<file path="src/rtl/hessian_gaussian_disk_average_core_macros.svh">
// assertion macros shared by the hessian disk average rtl
`ifndef HESSIAN_GAUSSIAN_DISK_AVERAGE_CORE_MACROS_SVH
`define HESSIAN_GAUSSIAN_DISK_AVERAGE_CORE_MACROS_SVH

// same-cycle implication, sampled on clk, off during reset
`define HGDA_ASSERT_IMP(lbl, a, b) \
  lbl: assert property (@(posedge clk) disable iff (!rst_n) (a) |-> (b)) \
    else $error("hgda same-cycle check failed");

// next-cycle implication, sampled on clk, off during reset
`define HGDA_ASSERT_NXT(lbl, a, b) \
  lbl: assert property (@(posedge clk) disable iff (!rst_n) (a) |=> (b)) \
    else $error("hgda next-cycle check failed");

`endif

</file>
<file path="src/rtl/hgda_pkg.sv">
// package: constants, codes, types and helpers of the hessian disk average block
`timescale 1ns / 1ps
`default_nettype none
package hgda_pkg;

  localparam int MAX_WIDTH      = 256;
  localparam int MAX_HEIGHT     = 256;
  localparam int HALF_WINDOW    = 3;
  localparam int RADIUS_INT_MAX = 15;

  localparam int NLANE   = 3;
  localparam int KSIDE   = 2 * HALF_WINDOW + 1;
  localparam int KTAPS   = KSIDE * KSIDE;
  localparam int KOFF_W  = $clog2(KSIDE);
  localparam int KIDX_W  = $clog2(KTAPS);
  localparam int COL_W   = $clog2(MAX_WIDTH);
  localparam int ROW_W   = $clog2(MAX_HEIGHT);
  localparam int ADDR_W  = COL_W + ROW_W;
  localparam int NPIX    = MAX_WIDTH * MAX_HEIGHT;
  localparam int CRD_W   = ((COL_W > ROW_W) ? COL_W : ROW_W) + 2;

  localparam int DIM_W   = 9;
  localparam int IN_COL_W = 8;
  localparam int IN_ROW_W = 8;
  localparam int PIX_W   = 16;
  localparam int COEF_W  = 24;
  localparam int TAP_W   = 6;
  localparam int SEL_W   = 2;
  localparam int RAD_W   = 8;
  localparam int R2_W    = 2 * RAD_W;
  localparam int PROD_W  = COEF_W + PIX_W + 1;
  localparam int PLANE_W = 48;

  localparam int RMAX_W  = $clog2(RADIUS_INT_MAX + 2);
  localparam int OFS_W   = RMAX_W + 1;
  localparam int D2_W    = 2 * RMAX_W + 1;
  localparam int QDIAM   = 2 * (RADIUS_INT_MAX + 1) + 1;
  localparam int QSUM_W  = PLANE_W + $clog2(QDIAM * QDIAM);
  localparam int NUM_W   = QSUM_W + 4;
  localparam int DCNT_W  = $clog2(NUM_W + 1);

  localparam int APB_AW  = 3;
  localparam int APB_DW  = 32;

  typedef enum logic [1:0] {
    OP_WRITE_PIXEL  = 2'd0,
    OP_WRITE_KERNEL = 2'd1,
    OP_COMPUTE      = 2'd2,
    OP_QUERY        = 2'd3
  } op_t;

  typedef enum logic [SEL_W-1:0] {
    KSEL_XX = 2'd0,
    KSEL_YY = 2'd1,
    KSEL_XY = 2'd2
  } ksel_t;

  typedef enum logic {
    REG_WIDTH  = 1'b0,
    REG_HEIGHT = 1'b1
  } reg_idx_t;

  typedef enum logic [2:0] {
    S_IDLE,
    S_COMP_RUN,
    S_COMP_DRAIN,
    S_QRY_RUN,
    S_QRY_DRAIN,
    S_DIV,
    S_OUT
  } state_t;

  typedef struct packed {
    logic wr_pix;
    logic wr_ker;
    logic load_item;
    logic comp_issue;
    logic qry_issue;
    logic div_start;
    logic div_step;
    logic out_load;
  } cmd_t;

  typedef struct packed {
    logic comp_last;
    logic qry_last;
    logic pipe_empty;
    logic div_done;
    logic out_free;
  } sts_t;

  function automatic logic [COL_W-1:0] clamp_col(input logic signed [CRD_W-1:0] v,
                                                 input logic [COL_W-1:0] hi);
    logic [COL_W-1:0] res;
    if (v < 0) begin
      res = '0;
    end else if (v > $signed({{(CRD_W-COL_W){1'b0}}, hi})) begin
      res = hi;
    end else begin
      res = v[COL_W-1:0];
    end
    return res;
  endfunction

  function automatic logic [ROW_W-1:0] clamp_row(input logic signed [CRD_W-1:0] v,
                                                 input logic [ROW_W-1:0] hi);
    logic [ROW_W-1:0] res;
    if (v < 0) begin
      res = '0;
    end else if (v > $signed({{(CRD_W-ROW_W){1'b0}}, hi})) begin
      res = hi;
    end else begin
      res = v[ROW_W-1:0];
    end
    return res;
  endfunction

endpackage
`default_nettype wire

</file>
<file path="src/rtl/hgda_ctrl.sv">
// controller: sequences writes, the plane computation, the disk walk and the divide
`timescale 1ns / 1ps
`default_nettype none
`include "hessian_gaussian_disk_average_core_macros.svh"
module hgda_ctrl (
  input  wire logic           clk,
  input  wire logic           rst_n,
  input  wire logic           in_valid,
  input  wire logic [1:0]     in_operation,
  output logic                in_stall,
  output hgda_pkg::cmd_t      cmd,
  input  wire hgda_pkg::sts_t sts
);
  import hgda_pkg::*;

  state_t state_r, state_nxt;
  logic   accept;
  op_t    op;

  assign op       = op_t'(in_operation);
  assign in_stall = (state_r != S_IDLE);
  assign accept   = in_valid && !in_stall;

  always_comb begin
    state_nxt = state_r;
    case (state_r)
      S_IDLE: begin
        if (accept && (op == OP_COMPUTE)) begin
          state_nxt = S_COMP_RUN;
        end else if (accept && (op == OP_QUERY)) begin
          state_nxt = S_QRY_RUN;
        end
      end
      S_COMP_RUN:   if (sts.comp_last) state_nxt = S_COMP_DRAIN;
      S_COMP_DRAIN: if (sts.pipe_empty) state_nxt = S_IDLE;
      S_QRY_RUN:    if (sts.qry_last) state_nxt = S_QRY_DRAIN;
      S_QRY_DRAIN:  if (sts.pipe_empty) state_nxt = S_DIV;
      S_DIV:        if (sts.div_done) state_nxt = S_OUT;
      S_OUT:        if (sts.out_free) state_nxt = S_IDLE;
      default:      state_nxt = S_IDLE;
    endcase
  end

  always_comb begin
    cmd = '0;
    case (state_r)
      S_IDLE: begin
        cmd.wr_pix    = accept && (op == OP_WRITE_PIXEL);
        cmd.wr_ker    = accept && (op == OP_WRITE_KERNEL);
        cmd.load_item = accept;
      end
      S_COMP_RUN:   cmd.comp_issue = 1'b1;
      S_COMP_DRAIN: ;
      S_QRY_RUN:    cmd.qry_issue = 1'b1;
      S_QRY_DRAIN:  cmd.div_start = sts.pipe_empty;
      S_DIV:        cmd.div_step = !sts.div_done;
      S_OUT:        cmd.out_load = sts.out_free;
      default: ;
    endcase
  end

  always_ff @(posedge clk) begin
    if (!rst_n) begin
      state_r <= S_IDLE;
    end else begin
      state_r <= state_nxt;
    end
  end

  `HGDA_ASSERT_NXT(a_out_to_idle, (state_r == S_OUT) && sts.out_free, state_r == S_IDLE)
  `HGDA_ASSERT_NXT(a_comp_to_drain, (state_r == S_COMP_RUN) && sts.comp_last, state_r == S_COMP_DRAIN)
endmodule
`default_nettype wire

</file>
<file path="config.mk">
export PLATFORM = sky130hd
export DESIGN_NAME = hgda_ctrl
export DESIGN_NICKNAME = d
export VERILOG_FILES = /design/src/rtl/hgda_pkg.sv /design/src/rtl/hgda_ctrl.sv
export VERILOG_INCLUDE_DIRS = /design/src /design/src/rtl
export SDC_FILE = /design/constraint.sdc
export NUM_CORES = 1
export LEC_CHECK = 0
export BUFFER_PORTS_ARGS = -buffer_cell sky130_fd_sc_hd__buf_4
export CAP_MARGIN = 20
export CORE_AREA = 4 4 41 43
export CTS_BUF_LIST = sky130_fd_sc_hd__clkbuf_8
export DETAILED_ROUTE_END_ITERATION = 6
export DIE_AREA = 0 0 45 47
export PLACE_DENSITY_LB_ADDON = 0.05
export SKIP_LAST_GASP = 1
export SLEW_MARGIN = 0
export SYNTH_ARGS = -nofsm -noshare
export SYNTH_HDL_FRONTEND = slang
export SYNTH_SLANG_ARGS = --single-unit
</file>
<file path="constraint.sdc">
create_clock -name clk -period 1.1 [get_ports clk]
set_input_delay 0.22 -clock clk [delete_from_list [all_inputs] [get_ports clk]]
set_output_delay 0.22 -clock clk [all_outputs]
set_load 0.03 [all_outputs]
</file>
# Word-level counts from Yosys, hierarchy flattened
# Index checks and enable logic that the tools add are counted.
[totals]
ff_bits = 3
inputBits = 10
[classes]
eq_ne = 16
n_reduce_logical = 11
mux = 15
[op_table]
columns = ["cell", "n"]
rows = [
  ["2-to-1 mux 3 bit", 9],
  ["case mux 3 bit (7 select lines)", 1],
  ["inequality test 2 bit, second input constant", 6],
  ["== test 3 bit, second input constant", 3],
  ["AND reduction 7 bit", 1],
  ["== test 3 x 2 -> 1 bit, second input constant", 2],
  ["logical AND 1 bit", 5],
  ["2-to-1 mux 1 bit", 5],
  ["== test 2 bit, second input constant", 2],
  ["== test 3 x 1 -> 1 bit, second input constant", 1],
  ["zero test 3 bit", 1],
  ["inequality test 3 bit, second input constant", 1],
  ["nonzero test 3 bit", 1],
  ["== test 2 x 1 -> 1 bit, second input constant", 1],
  ["zero test 1 bit", 2],
  ["zero test 2 bit", 1],
]

# Longest topological paths before layout
[logic_depth]
word_depth = 7
ltp_mapped = 5
depth_no_buf = 4

# Worst setup path after synthesis
# Ideal clock, no wire load.
[synth_path]
path_kind = "register to output"
from = "register state_r[1]"
to = "output cmd[6] (netlist name)"
stages_incl_launch_ff = 5
required_ns = 0.880
path_slack_ns = -0.658
arrival_ns = 1.538
cell_sequence = "dfxtp_1 -> buf_2 -> nor2_1 -> nand3_1 -> nor3b_1"
[synth_lines]
columns = ["element", "line_no", "source"]
rows = [
  ["start: declaration", "hgda_ctrl.sv:16", "state_t state_r, state_nxt;"],
  ["start signal: assignment", "hgda_ctrl.sv:66", "state_r <= state_nxt;"],
  ["end: declaration", "hgda_ctrl.sv:11", "output hgda_pkg::cmd_t cmd,"],
]

==> impl_metrics.sql <==
INSERT INTO impl_metrics (metric_group, metric, value, unit) VALUES
('outcome', 'run_status', 'finished, violations left', ''),
('outcome', 'failing_checks', 'setup timing', ''),
('global_routing', 'globalRouteTotalUtil', '0.139', ''),
('worst_setup_path', 'timing.setup.critical_path_class', 'flip-flop to primary output', ''),
('route', 'routed_wl', '1.30', 'mm'),
('worst_setup_path', 'timing.critical_path.arrival', '1170', 'ps'),
('pwr', 'vdd.ir_drop.worst', '0.00107', 'V'),
('final_layout', 'seq_area', '71.3', 'sq um'),
('yosys', 'synth_sequential_area_ratio', '0.190', ''),
('clock_tree', 'tritoncts', 'built', ''),
('worst_setup_path', 'cp_slowest_cell', 'sky130_fd_sc_hd__dfxtp_4', ''),
('pwr', 'finalPower', '2.06', 'mW'),
('clock_tree', 'h-tree-depth', '1', ''),
('sta', 'drv_slew', '0', ''),
('route', 'remaining_drc_errors', '0', ''),
('final_layout', 'final_cell_mix', 'sky130_fd_sc_hd__buf_4, sky130_fd_sc_hd__buf_6, sky130_fd_sc_hd__nand2_1', ''),
('worst_setup_path', 'timing.critical_path.to_type', 'primary output', ''),
('sta', 'clock_skew', '4.35', 'ps'),
('clock_tree', 'cts.root.buffer_cell', 'sky130_fd_sc_hd__clkbuf_8', ''),
('floorplanning', 'floorplan_die_area', '2120', 'sq um'),
('yosys', 'ys_types', '22', ''),
('sta', 'transition_time_at_the_pin_with_the_least_slew_margin', '237', 'ps'),
('placement', 'dpl.cell_count', '77', ''),
('hold_path', 'worstHoldPathCells', '3', ''),
('final_layout', 'finalNonFillerCells', '88', ''),
('route', 'avgRoutedWirePerCell', '14.8', 'microns'),
('placement', 'portBuffers', '18', ''),
('floorplanning', 'core.rowCount', '13', ''),
('final_layout', 'post_route_cells_drive_above_1_share', '0.740', ''),
('placement', 'detailedPlacementHpwl', '916', 'microns'),
('route', 'ant_nets', '0', ''),
('yosys', 'synth_top_flop_cell', 'sky130_fd_sc_hd__dfxtp_1', ''),
('final_layout', 'filler_instances', '136', ''),
('yosys', 'synth.net_count', '50', ''),
('worst_setup_path', 'cpMostUsedCell', 'sky130_fd_sc_hd__buf_6', ''),
('sta', 'finalSetupViolCount', '11', ''),
('hold_path', 'worst_hold_path_type', 'input port to flip-flop', ''),
('placement', 'placed_cell_area', '561', 'sq um'),
('final_layout', 'post_synthesis_to_final_layout_area_growth', '139', '%'),
('sta', 'timing.slew.headroom', '0.840', ''),
('worst_setup_path', 'timing.critical_path.depth', '4', ''),
('yosys', 'synthesis.area_per_instance', '7.88', 'sq um'),
('yosys', 'asyncSetResetFlopFracSynth', '0', ''),
('global_routing', 'maximum_number_of_pins_on_one_net_before_global_route_repair', '7', ''),
('final_layout', 'mostFrequentLayoutCell', 'sky130_fd_sc_hd__buf_4', ''),
('clock_tree', 'worst_skew_pair.late_latency', '220', 'ps'),
('sta', 'timing.fmax', '718', 'MHz'),
('floorplanning', 'floorplan.initialDensity', '0.242', ''),
('global_routing', 'vias_in_the_first_global_route', '473', ''),
('sta', 'setup_ws', '-293', 'ps'),
('yosys', 'mapped_cell_area', '315', 'sq um'),
('pwr', 'p_leak', '0.371', 'nW'),
('sta', 'final_hold_viol_count', '0', ''),
('final_layout', 'diodes', '0', ''),
('worst_setup_path', 'timing.reg2reg.worst_path_depth', '6', ''),
('global_routing', 'global_route.usage.met3', '0.0307', ''),
('final_layout', 'largest_register_ffs', '3', ''),
('global_routing', 'globalRouteMet1Util', '0.134', ''),
('route', 'route.detailed.vias_per_inst', '5.05', ''),
('final_layout', 'multi_input_comb_area', '314', 'sq um'),
('clock_tree', 'cts_inserted_buffers', '3', ''),
('global_routing', 'busiest_layer', 'met2', ''),
('route', 'vias', '444', ''),
('yosys', 'syn_inst', '40', ''),
('yosys', 'ys.warnings.count', '0', ''),
('worst_setup_path', 'crit_fanout', '4', ''),
('yosys', 'ys_seq_elements', '3', ''),
('flow_run', 'max-cap-violations', '0', ''),
('sta', 'period_minus_slack', '1390', 'ps'),
('floorplanning', 'die-height', '47', 'microns'),
('global_routing', 'antenna_found_initial', '0', '');
## report_power, final
part | total, mW | switching, mW | internal, mW | leakage [nW]
registers | 0.251 | 0.0777 | 0.173 | 0.0267
logic | 1.50 | 0.701 | 0.800 | 0.318
clock network | 0.313 | 0.0750 | 0.238 | 0.0269
total | 2.06 | 0.853 | 1.21 | 0.371
## cell usage after synthesis, types with 2 or more instances
cell,instances,area (sq um)
sky130_fd_sc_hd__dfxtp_1,3,60.1
sky130_fd_sc_hd__inv_1,3,11.3
sky130_fd_sc_hd__nor3_1,2,10.0
sky130_fd_sc_hd__a21oi_1,2,10.0
sky130_fd_sc_hd__mux2i_1,2,20.0
sky130_fd_sc_hd__nor3b_1,4,30.0
sky130_fd_sc_hd__and3_1,2,12.5
sky130_fd_sc_hd__a21oi_2,2,17.5
sky130_fd_sc_hd__nand2_1,7,26.3
## layout make-up
cell class	count	area share
clock buffers	3	0.0548
clock inverters	1	0.00498
inverters	3	0.0150
multi-input cells	31	0.417
flip-flops and latches	3	0.0947
well taps	15	0.0249
repair buffers	32	0.389
## final timing paths
kind	from	slack [ps]	end
min reg2reg	state_r[0]	630	state_r[2]
max	state_r[1]	-290	cmd[4]
max reg2reg	state_r[1]	-210	state_r[1]
min	sts[3]	280	state_r[2]
## worst reg2reg max path: stages, from the launching register on
cell	delay [ps]
sky130_fd_sc_hd__dfxtp_4	350
sky130_fd_sc_hd__buf_6	130
sky130_fd_sc_hd__buf_6	130
sky130_fd_sc_hd__nand3b_4	80
sky130_fd_sc_hd__a21oi_4	60
sky130_fd_sc_hd__o21bai_4	180
sky130_fd_sc_hd__o41ai_2	280
## through the flow
| stage | TNS (ps) | util | hold WS, ps | worst slack (ps) |
|---|---|---|---|---|
| after global placement | -715 | 0.431 | 497 | -157 |
| after global routing | -2880 | 0.579 | 278 | -353 |
| after detailed placement | -997 | 0.431 | 507 | -197 |
| after CTS | -2470 | 0.555 | 273 | -318 |
| after floorplan | -579 | - | 351 | -203 |
| final | -2380 | 0.579 | 275 | -293 |
## timing repair
action,CTS,global route
buffers inserted,7,0
endpoints found under the setup margin,11,11
gates resized for setup,19,6
pin swaps,7,3
hold buffers,0,0
## layer usage
metal	up-vias	wire length [microns]
met5	-	0
met3	8	91
li1	209	-
met2	27	702
met4	0	49
met1	200	461
## logic make-up after synthesis
family / synth area share
compound gates: 0.242
buf+inv: 0.111
flops: 0.190
mux: 0.0635
simple gates: 0.393
Note: power is estimated with default switching activity, not from simulation.
