## config.mk

```make
export PLATFORM = sky130hd
export DESIGN_NAME = hgda_cfg
export DESIGN_NICKNAME = d
export VERILOG_FILES = /design/src/rtl/hgda_pkg.sv /design/src/rtl/hgda_cfg.sv
export VERILOG_INCLUDE_DIRS = /design/src /design/src/rtl
export SDC_FILE = /design/constraint.sdc
export NUM_CORES = 1
export LEC_CHECK = 0
export ABC_AREA = 1
export BUFFER_PORTS_ARGS = -buffer_cell sky130_fd_sc_hd__buf_4
export CAP_MARGIN = 20
export CORE_ASPECT_RATIO = 1.4
export CORE_MARGIN = 3
export CORE_UTILIZATION = 40
export DETAILED_ROUTE_END_ITERATION = 7
export GPL_TIMING_DRIVEN = 0
export PLACE_DENSITY = 0.77
export SLEW_MARGIN = 25
export SYNTH_ARGS = -nofsm -noshare
export SYNTH_HDL_FRONTEND = slang
export SYNTH_SLANG_ARGS = --single-unit
```

## constraint.sdc

```tcl
create_clock -name clk -period 2.8 [get_ports clk]
set_clock_uncertainty 0.05 [all_clocks]
set_input_delay 0.14 -clock clk [delete_from_list [all_inputs] [get_ports clk]]
set_output_delay 0.14 -clock clk [all_outputs]
set_load 0.02 [all_outputs]
```

## src/rtl/hessian_gaussian_disk_average_core_macros.svh

```systemverilog
// assertion macros shared by the hessian disk average rtl
`ifndef HESSIAN_GAUSSIAN_DISK_AVERAGE_CORE_MACROS_SVH
`define HESSIAN_GAUSSIAN_DISK_AVERAGE_CORE_MACROS_SVH

// same-cycle implication, sampled on clk, off during reset
`define HGDA_ASSERT_IMP(lbl, a, b) \
  lbl: assert property (@(posedge clk) disable iff (!rst_n) (a) |-> (b)) \
    else $error("hgda same-cycle check failed");

// next-cycle implication, sampled on clk, off during reset
`define HGDA_ASSERT_NXT(lbl, a, b) \
  lbl: assert property (@(posedge clk) disable iff (!rst_n) (a) |=> (b)) \
    else $error("hgda next-cycle check failed");

`endif

```

## src/rtl/hgda_pkg.sv

```systemverilog
// package: constants, codes, types and helpers of the hessian disk average block
`timescale 1ns / 1ps
`default_nettype none
package hgda_pkg;

  localparam int MAX_WIDTH      = 256;
  localparam int MAX_HEIGHT     = 256;
  localparam int HALF_WINDOW    = 3;
  localparam int RADIUS_INT_MAX = 15;

  localparam int NLANE   = 3;
  localparam int KSIDE   = 2 * HALF_WINDOW + 1;
  localparam int KTAPS   = KSIDE * KSIDE;
  localparam int KOFF_W  = $clog2(KSIDE);
  localparam int KIDX_W  = $clog2(KTAPS);
  localparam int COL_W   = $clog2(MAX_WIDTH);
  localparam int ROW_W   = $clog2(MAX_HEIGHT);
  localparam int ADDR_W  = COL_W + ROW_W;
  localparam int NPIX    = MAX_WIDTH * MAX_HEIGHT;
  localparam int CRD_W   = ((COL_W > ROW_W) ? COL_W : ROW_W) + 2;

  localparam int DIM_W   = 9;
  localparam int IN_COL_W = 8;
  localparam int IN_ROW_W = 8;
  localparam int PIX_W   = 16;
  localparam int COEF_W  = 24;
  localparam int TAP_W   = 6;
  localparam int SEL_W   = 2;
  localparam int RAD_W   = 8;
  localparam int R2_W    = 2 * RAD_W;
  localparam int PROD_W  = COEF_W + PIX_W + 1;
  localparam int PLANE_W = 48;

  localparam int RMAX_W  = $clog2(RADIUS_INT_MAX + 2);
  localparam int OFS_W   = RMAX_W + 1;
  localparam int D2_W    = 2 * RMAX_W + 1;
  localparam int QDIAM   = 2 * (RADIUS_INT_MAX + 1) + 1;
  localparam int QSUM_W  = PLANE_W + $clog2(QDIAM * QDIAM);
  localparam int NUM_W   = QSUM_W + 4;
  localparam int DCNT_W  = $clog2(NUM_W + 1);

  localparam int APB_AW  = 3;
  localparam int APB_DW  = 32;

  typedef enum logic [1:0] {
    OP_WRITE_PIXEL  = 2'd0,
    OP_WRITE_KERNEL = 2'd1,
    OP_COMPUTE      = 2'd2,
    OP_QUERY        = 2'd3
  } op_t;

  typedef enum logic [SEL_W-1:0] {
    KSEL_XX = 2'd0,
    KSEL_YY = 2'd1,
    KSEL_XY = 2'd2
  } ksel_t;

  typedef enum logic {
    REG_WIDTH  = 1'b0,
    REG_HEIGHT = 1'b1
  } reg_idx_t;

  typedef enum logic [2:0] {
    S_IDLE,
    S_COMP_RUN,
    S_COMP_DRAIN,
    S_QRY_RUN,
    S_QRY_DRAIN,
    S_DIV,
    S_OUT
  } state_t;

  typedef struct packed {
    logic wr_pix;
    logic wr_ker;
    logic load_item;
    logic comp_issue;
    logic qry_issue;
    logic div_start;
    logic div_step;
    logic out_load;
  } cmd_t;

  typedef struct packed {
    logic comp_last;
    logic qry_last;
    logic pipe_empty;
    logic div_done;
    logic out_free;
  } sts_t;

  function automatic logic [COL_W-1:0] clamp_col(input logic signed [CRD_W-1:0] v,
                                                 input logic [COL_W-1:0] hi);
    logic [COL_W-1:0] res;
    if (v < 0) begin
      res = '0;
    end else if (v > $signed({{(CRD_W-COL_W){1'b0}}, hi})) begin
      res = hi;
    end else begin
      res = v[COL_W-1:0];
    end
    return res;
  endfunction

  function automatic logic [ROW_W-1:0] clamp_row(input logic signed [CRD_W-1:0] v,
                                                 input logic [ROW_W-1:0] hi);
    logic [ROW_W-1:0] res;
    if (v < 0) begin
      res = '0;
    end else if (v > $signed({{(CRD_W-ROW_W){1'b0}}, hi})) begin
      res = hi;
    end else begin
      res = v[ROW_W-1:0];
    end
    return res;
  endfunction

endpackage
`default_nettype wire

```

## src/rtl/hgda_cfg.sv

```systemverilog
// configuration registers: frame width and height behind an apb-style port
`timescale 1ns / 1ps
`default_nettype none
`include "hessian_gaussian_disk_average_core_macros.svh"
module hgda_cfg (
  input  wire logic                       clk,
  input  wire logic                       rst_n,
  input  wire logic                       psel,
  input  wire logic                       penable,
  input  wire logic                       pwrite,
  input  wire logic [hgda_pkg::APB_AW-1:0] paddr,
  input  wire logic [hgda_pkg::APB_DW-1:0] pwdata,
  output logic      [hgda_pkg::APB_DW-1:0] prdata,
  output logic                            pready,
  output logic      [hgda_pkg::COL_W-1:0]  wm1,
  output logic      [hgda_pkg::ROW_W-1:0]  hm1
);
  import hgda_pkg::*;

  logic [DIM_W-1:0] width_r, width_nxt;
  logic [DIM_W-1:0] height_r, height_nxt;
  logic             wr_en;
  reg_idx_t         idx;
  logic [DIM_W-1:0] eff_w, eff_h;

  assign pready = 1'b1;
  assign wr_en  = psel && penable && pwrite;
  assign idx    = reg_idx_t'(paddr[2]);

  always_comb begin
    width_nxt  = width_r;
    height_nxt = height_r;
    if (wr_en) begin
      case (idx)
        REG_WIDTH:  width_nxt  = pwdata[DIM_W-1:0];
        REG_HEIGHT: height_nxt = pwdata[DIM_W-1:0];
        default: ;
      endcase
    end
  end

  always_ff @(posedge clk) begin
    if (!rst_n) begin
      width_r  <= DIM_W'(MAX_WIDTH);
      height_r <= DIM_W'(MAX_HEIGHT);
    end else begin
      width_r  <= width_nxt;
      height_r <= height_nxt;
    end
  end

  always_comb begin
    case (idx)
      REG_WIDTH:  prdata = {{(APB_DW-DIM_W){1'b0}}, width_r};
      REG_HEIGHT: prdata = {{(APB_DW-DIM_W){1'b0}}, height_r};
      default:    prdata = '0;
    endcase
  end

  // zero and oversize values saturate into 1..max
  always_comb begin
    if (width_r == '0) begin
      eff_w = DIM_W'(1);
    end else if (width_r > DIM_W'(MAX_WIDTH)) begin
      eff_w = DIM_W'(MAX_WIDTH);
    end else begin
      eff_w = width_r;
    end
    if (height_r == '0) begin
      eff_h = DIM_W'(1);
    end else if (height_r > DIM_W'(MAX_HEIGHT)) begin
      eff_h = DIM_W'(MAX_HEIGHT);
    end else begin
      eff_h = height_r;
    end
  end

  assign wm1 = COL_W'(eff_w - DIM_W'(1));
  assign hm1 = ROW_W'(eff_h - DIM_W'(1));

  `HGDA_ASSERT_NXT(a_width_write, wr_en && (idx == REG_WIDTH), width_r == $past(pwdata[DIM_W-1:0]))
endmodule
`default_nettype wire

```

# Yosys cells after proc, flatten, opt, wreduce, memory -nomap -nowiden
# Cells that the tools add are included.
# totals
reg_bits,18
inputBits,40
elab_cells,18
# classes
n_bitwise,1
magnitude_cmp,2
n_reduce_logical,6
addsub,2
muxes,5
# op_table
operator,n
case mux 32 bit (2 select lines),1
two-way mux 8 bit,4
"greater-than comparator 9 bit, second input constant",2
logical NOT 9 bit,2
"subtractor 8 x 1 -> 8 bit, second input constant",2
AND reduction 2 bit,2
logical AND 1 bit,2
NOT 1 bit,1

# Logic depth before layout (Yosys ltp)
# Gate-level depths: netlist of run 1.
# depth
word_depth,4
mapped_depth,9
ltp_nobuf,9

# Worst setup path before layout of run 1
# Ideal clock, no wire load.
# synth_path
path_kind,register to output
start,register width_r[4]
end,output wm1[6] (netlist bit)
path_slack_ns,0.899
required_ns,2.610
arrival_time_ns,1.711
stages_incl_launch_ff,8
path_cell_list,dfxtp_1 nor2_1 nand2_1 o21ai_4 nand2_1 ha_1 nand3_2 xor2_1
# synth_between
elab_chain_cells,4
# synth_rtl
element,line_no,source
"start, declared",hgda_cfg.sv:20,"logic [DIM_W-1:0] width_r, width_nxt;"
"start signal, assigned",hgda_cfg.sv:44,width_r <= DIM_W'(MAX_WIDTH);
"start signal, assigned",hgda_cfg.sv:47,width_r <= width_nxt;
greater-than comparator 9 bit,hgda_cfg.sv:64,end else if (width_r > DIM_W'(MAX_WIDTH)) begin
two-way mux 8 bit,hgda_cfg.sv:64,
two-way mux 8 bit *,hgda_cfg.sv:62,if (width_r == '0) begin
subtractor 8 x 1 -> 8 bit *,hgda_cfg.sv:78,assign wm1 = COL_W'(eff_w - DIM_W'(1));
"end, declared",hgda_cfg.sv:15,"output logic [hgda_pkg::COL_W-1:0] wm1,"
# Every way passes the cells marked *; elsewhere a longest branch is shown, timed or not.

# Worst setup path after layout of run 1
# layout_path
start,register width_r[6]
end,output wm1[6] (netlist bit)
# Same word-level chain as after synthesis.

==> reports/results.txt, run 1 <==
Multi-input gate area = 805 µm²
CTS resizes = 0
Pleak = 0.962 nW
max-slew violation count = 0
Net Switching = 0.249 mW
WS Path Type = reg -> out
CP Data Required Time = 2.61 ns
Top Ports = 89
yosys warns = 0
PwrDens = 402 nW/µm²
Detail Placement HPWL = 2680 µm
worst flop-to-flop path startpoint = width_r[8]$_SDFFE_PN1P_
Congestion Overflow GR = 0
hold buffer count at CTS = 0
async set or reset register ratio after synthesis = 0%
Setup crit start kind = flip-flop
Synth Cell Area = 1370 µm²
final WL = 3190 µm
CP max FO = 8
Area Growth Syn to Fin = 35.1%
CP peak stage delay = 0.36 ns
vias per cell = 4.44
Bufs on Longest Clock Path = 2
RSZ-0062 raised after global routing = false
CP Cell Sequence = nor2_2, nand2_1, o21ai_4, nand2_1, ha_1, nand3_2, xor2_1, buf_4
post-DR wirelength/cell = 10.0 µm
Hold Worst Slack = 0.0581 ns
FMAX = 484 MHz
Final Cell Area = 1850 µm²
Final Critical Period = 2.07 ns
setup bufs post-CTS = 0
crit end category = output port
Port Buffers = 39
Post-route DRC = 0
first-pass GRT wire length = 5080 µm
outcome = finished, final reports clean
HP Class = in -> reg
VDD IR-drop max = 0.000250 V
clock power share = 29.5%
Clock Latency Late Sink = 0.26 ns
slowest CP cell = dfxtp_1
most frequent cells after synthesis = nand2_1 (44), nor2_1 (28), o21ai_0 (27)
largest net degree at the start of global routing = 11
Routed Antenna Nets = 0
Flop pwr share = 37.0%
hold path startpoint = pwdata[8]
# setup viols final = 0
DIE WIDTH = 55.4 µm
Layout fillers = 342
Final Hold Viols = 0
Initial Utilization = 42.9%
Die ar. = 4160 µm²
Placed Area = 1790 µm²
EDFF count, synth = 0
total track usage = 15.1%
Root Buffer = clkbuf_8
cell with the most instances after synthesis = nand2_1
Avg Synthesized Cell Area = 6.41 µm²
final core occ = 58.0%
antenna violations before repair = 0
DR pass1 iterations = 4
Logic pwr share = 33.5%
clk slew on worst S/H paths = 0.07 ns
period utilisation layout = 73.8%
Final nets = 321
RD Place Congestion = 0.808
Reg area = 360 µm²
largest cells by area after synthesis = dfxtp_1 (26%), buf_4 (13%), nand2_1 (12%)
cell count after synthesis = 213
CTS tree = built
top cell type's share of synthesized area = 26.4%
sequential fraction of the synthesis area = 26.4%
vias in the first global route = 1231
Internal Power = 0.493 mW
Max H-tree Level = 1
crit path DAT = 1.88 ns
max-cap violations = 0
Iter 0 DRT Violations = 29
Core ar. = 3180 µm²
setup tns final = 0 ns
Critical Path Source = width_r[6]$_SDFFE_PN0P_
switch share = 33.6%
Die Span Y = 75.2 µm
share of cells above drive strength 1 = 30.2%
cell taking the most area after synthesis = dfxtp_1
ys flop type = dfxtp_1
most frequent CP cell = nand2_1
vias = 1408
Yosys cell types = 25
CTS sink cnt = 18
Ant. Diodes = 0
total CTS buffers = 3
Yosys reg bits = 18
Rows = 24
==> per-stage QoR <==
| stage | setup WS (ns) | total power, mW | instances |
|---|---|---|---|
| finish | 0.734 | 0.743 | 317 |
| global route | 0.589 | 0.773 | 317 |
| CTS | 0.716 | 0.743 | 317 |
| detailed placement | 1.00 | 0.529 | 313 |
| global placement | 1.04 | 0.527 | 313 |
| floorplan | 0.899 | 0.454 | 235 |
==> critical path, delay by kind of cell, from the launching register on <==
kind	cells	cell delay, ns
adders and majority gates	1	0.26
DFF	1	0.36
buffers and inverters	1	0.16
and+or+nand+nor	4	0.41
AOI/OAI and AO/OA	1	0.29
xor gates and xnor gates	1	0.14
==> power by group through the flow <==
stage | combinational (mW) | clock [mW] | sequential (mW)
5_1_grt | 0.273 | 0.224 | 0.276
3_3_place_gp | 0.246 | 0 | 0.281
6_report | 0.249 | 0.219 | 0.275
3_5_place_dp | 0.248 | 0 | 0.281
4_1_cts | 0.249 | 0.219 | 0.275
2_1_floorplan | 0.176 | 0 | 0.278
==> sequential cells by signal (all words and copies together) (netlist names) <==
| name | flops |
|---|---|
| width_r | 9 |
| height_r | 9 |
==> metal layers <==
layer	global-route usage, %	up-vias	share of wire (%)
met1	15.0	610	39
met5	0	-	0
met3	1.20	5	5.4
met4	7.30	0	2.1
li1	-	752	-
met2	31.3	41	54
==> layout by cell type (no fill, tap or decap) <==
cell type / instances
a21oi_1: 10
a21oi_2: 1
buf_2: 2
buf_4: 63
clkbuf_1: 2
clkbuf_8: 4
conb_1: 24
dfxtp_1: 18
ha_1: 2
inv_1: 20
inv_2: 3
nand2_1: 44
nand2_2: 1
nand3_1: 6
nand3_2: 1
nand3b_1: 1
nor2_1: 28
nor2_2: 4
nor2_4: 1
o211ai_1: 1
o21ai_0: 27
o21ai_1: 3
o21ai_2: 3
o21ai_4: 1
xnor2_1: 4
xor2_1: 4
==> worst paths after layout <==
| kind | cells past startpoint | slack, ns | to |
|---|---|---|---|
| max reg2reg | 2 | 1.97 | width_r[8]$_SDFFE_PN1P_ |
| min reg2reg | 2 | 0.45 | width_r[0]$_SDFFE_PN0P_ |
| min | 3 | 0.06 | height_r[8]$_SDFFE_PN1P_ |
| max | 8 | 0.73 | wm1[6] |
==> logic make-up after synthesis <==
| logic type | count (synthesis) | synth area share, % |
|---|---|---|
| AOI/OAI and AO/OA | 46 | 19.0 |
| xor gates and xnor gates | 8 | 5.13 |
| adders and majority gates | 2 | 1.83 |
| buffers and inverters | 51 | 20.8 |
| DFF | 18 | 26.4 |
| other | 2 | 0.550 |
| and+or+nand+nor | 86 | 26.4 |
==> area by class of cell <==
class	count	area share, %
clock buffers	4	2.98
repair buffers	39	15.9
plain buffers	28	10.7
multi-input cells	166	43.6
well taps	39	2.64
flip-flops and latches	18	19.5
inverters	23	4.68
No activity file was read; power rests on OpenSTA's default activity.
==> run 2, diff against run 1 <==
--- a/config.mk
+++ b/config.mk
@@ -11,10 +11,10 @@
 export CAP_MARGIN = 20
 export CORE_ASPECT_RATIO = 1.4
 export CORE_MARGIN = 3
-export CORE_UTILIZATION = 40
+export CORE_UTILIZATION = 38
 export DETAILED_ROUTE_END_ITERATION = 7
 export GPL_TIMING_DRIVEN = 0
-export PLACE_DENSITY = 0.77
+export PLACE_DENSITY = 0.76
 export SLEW_MARGIN = 25
 export SYNTH_ARGS = -nofsm -noshare
 export SYNTH_HDL_FRONTEND = slang
==> constraint.sdc (replaced) <==
create_clock -name clk -period 1.67 [get_ports clk]
set_clock_uncertainty 0.05 [all_clocks]
set_input_delay 0.0835 -clock clk [delete_from_list [all_inputs] [get_ports clk]]
set_output_delay 0.0835 -clock clk [all_outputs]
set_load 0.02 [all_outputs]
==> run 2 against run 1 <==
Compared with the run above: the run now ends with negative setup slack left; cell count increased by 5.0%; hold slack lost 0.050 ns; clock power rose by 63%; core utilization increased by 7.3 points; critical path depth up 2; global-route usage increased by 3.0 points; wire length up 28%; count of clock-buffer cells in the layout unchanged; largest cell class unchanged; largest power group is now combinational cells.
==> reports/results.txt, run 2 (synthesized netlist as in run 1, its figures left out) <==
outcome = finished, violations left
violated checks = negative setup slack
Layout fillers = 306
Top Ports = 89
period utilisation layout = 110%
max-cap violations = 0
Final Hold Viols = 0
Die Span Y = 77.0 µm
FMAX = 544 MHz
CTS sink cnt = 18
most common cell after layout, fill and taps aside = buf_4
CTS tree = built
vias per cell = 4.76
vias in the first global route = 1513
CP Data Required Time = 1.54 ns
Iter 0 DRT Violations = 50
highest routed layer = met4
Setup crit start kind = flip-flop
Root Buffer = clkbuf_8
share of cells above drive strength 1 = 50.9%
Ant. Diodes = 0
post-DR wirelength/cell = 12.3 µm
RD Place Congestion = 0.800
DR pass1 iterations = 4
commonest cells after routing, fill and taps aside = buf_4 (70), nand2_1 (35), o21ai_0 (27)
VDD IR-drop max = 0.000407 V
Clock Latency Late Sink = 0.25 ns
Rows = 25
Pleak = 1.13 nW
Port Buffers = 39
Reg2Reg Depth = 3
Reg2Reg Setup Slack = 0.76 ns
Die ar. = 4360 µm²
dpl cells = 314
DIE WIDTH = 56.7 µm
met2 routed WL = 2280 µm
first-pass GRT wire length = 6460 µm
WL met3 = 273 µm
top flop regs = height_r: 9 flops, width_r: 9 flops
Reg area = 394 µm²
worst flop-to-flop path startpoint = height_r[6]$_SDFFE_PN0P_
antenna violations before repair = 0
clk slew on worst S/H paths = 0.07 ns
PwrDens = 607 nW/µm²
largest net degree at the start of global routing = 11
Detail Placement HPWL = 2790 µm
Bufs on Longest Clock Path = 2
Max H-tree Level = 1
Hold Crit Depth = 3
fin cells = 333
Hold Path End = width_r[8]$_SDFFE_PN1P_
WS Path Type = reg -> out
total CTS buffers = 3
total track usage = 18.1%
Routed Antenna Nets = 0
max-slew violation count = 0
Core ar. = 3410 µm²
setup tns final = -0.923 ns
met1 wire length = 1430 µm
overall power = 1.35 mW
vias = 1586
HP Class = in -> reg
RSZ-0062 raised after global routing = true
Multi-input gate area = 1010 µm²
# setup viols final = 12
Congestion Overflow GR = 0
crit end category = output port
Setup WS post-layout = -0.169 ns
Initial Utilization = 40.1%
Final nets = 336
hold path startpoint = pwdata[8]
hold buffer count at CTS = 0
worst slack, placed = -0.0873 ns
Post-route DRC = 0
final WL = 4090 µm
Final Critical Period = 1.84 ns
crit path DAT = 1.71 ns
Worst R2R End = height_r[6]$_SDFFE_PN0P_
Area Growth Syn to Fin = 62.8%
CP max FO = 3
==> run 2: changes by cell type in the layout (fill, tap and decap cells not counted), sizes merged <==
cell,delta
buf,+15
==> run 2: timing repair <==
action / CTS / global route
gates cloned: 0 / 0
pin swaps: 15 / 20
setup buffers: 14 / 1
gates resized for setup: 49 / 23
setup endpoints to repair: 14 / 14
==> run 2: power by group <==
group,total [mW],switching (mW),internal (mW),leakage (nW)
Sequential,0.458,0.0166,0.442,0.154
Clock,0.356,0.146,0.210,0.0288
Combinational,0.535,0.300,0.235,0.943
Total,1.35,0.463,0.887,1.13
==> run 2: final cells by class <==
cell class	count	area share, %
plain buffers	28	8.89
inverters	23	3.88
flip-flops and latches	18	17.7
repair buffers	54	19.6
well taps	40	2.25
multi-input cells	166	45.2
clock buffers	4	2.47
==> run 2: through the flow <==
| step | util [%] | hold WS [ns] | cell area (µm²) |
|---|---|---|---|
| 6_report | 65.2 | 0.00792 | 2220 |
| 4_1_cts | 62.7 | 0.00203 | 2140 |
| 3_3_place_gp | 53.8 | 0.262 | 1840 |
| 3_5_place_dp | 53.8 | 0.262 | 1840 |
| 5_1_grt | 65.2 | 0.0179 | 2220 |
| 2_1_floorplan | - | 0.156 | 1490 |
==> run 2: worst max-delay path: stages (launching register included) <==
cell and delay (ns):
dfxtp_2 0.33, nor2_2 0.11, nand2_2 0.09, nor2_1 0.11
nand2_1 0.08, nand2_2 0.10, nand2_4 0.07, ha_4 0.19
nand3_4 0.10, xor2_4 0.14, buf_6 0.13
==> run 2: worst max path at each step <==
stage / startpoint / endpoint / slack [ns] / cells after the start
floorplan: width_r[4]$_SDFFE_PN0P_ / wm1[6] / -0.009 / 7
global placement: width_r[6]$_SDFFE_PN0P_ / wm1[6] / -0.06 / 8
detailed placement: width_r[6]$_SDFFE_PN0P_ / wm1[6] / -0.09 / 8
CTS: width_r[2]$_SDFFE_PN0P_ / wm1[6] / -0.11 / 10
global route: width_r[7]$_SDFFE_PN0P_ / wm1[6] / -0.23 / 10
finish: width_r[7]$_SDFFE_PN0P_ / wm1[6] / -0.17 / 10
==> run 2: layer usage <==
layer / GRT usage (%) / vias up
li1: - / 788
met1: 17.6 / 713
met5: 0 / -
met4: 7.13 / 0
met3: 1.68 / 15
met2: 37.0 / 70
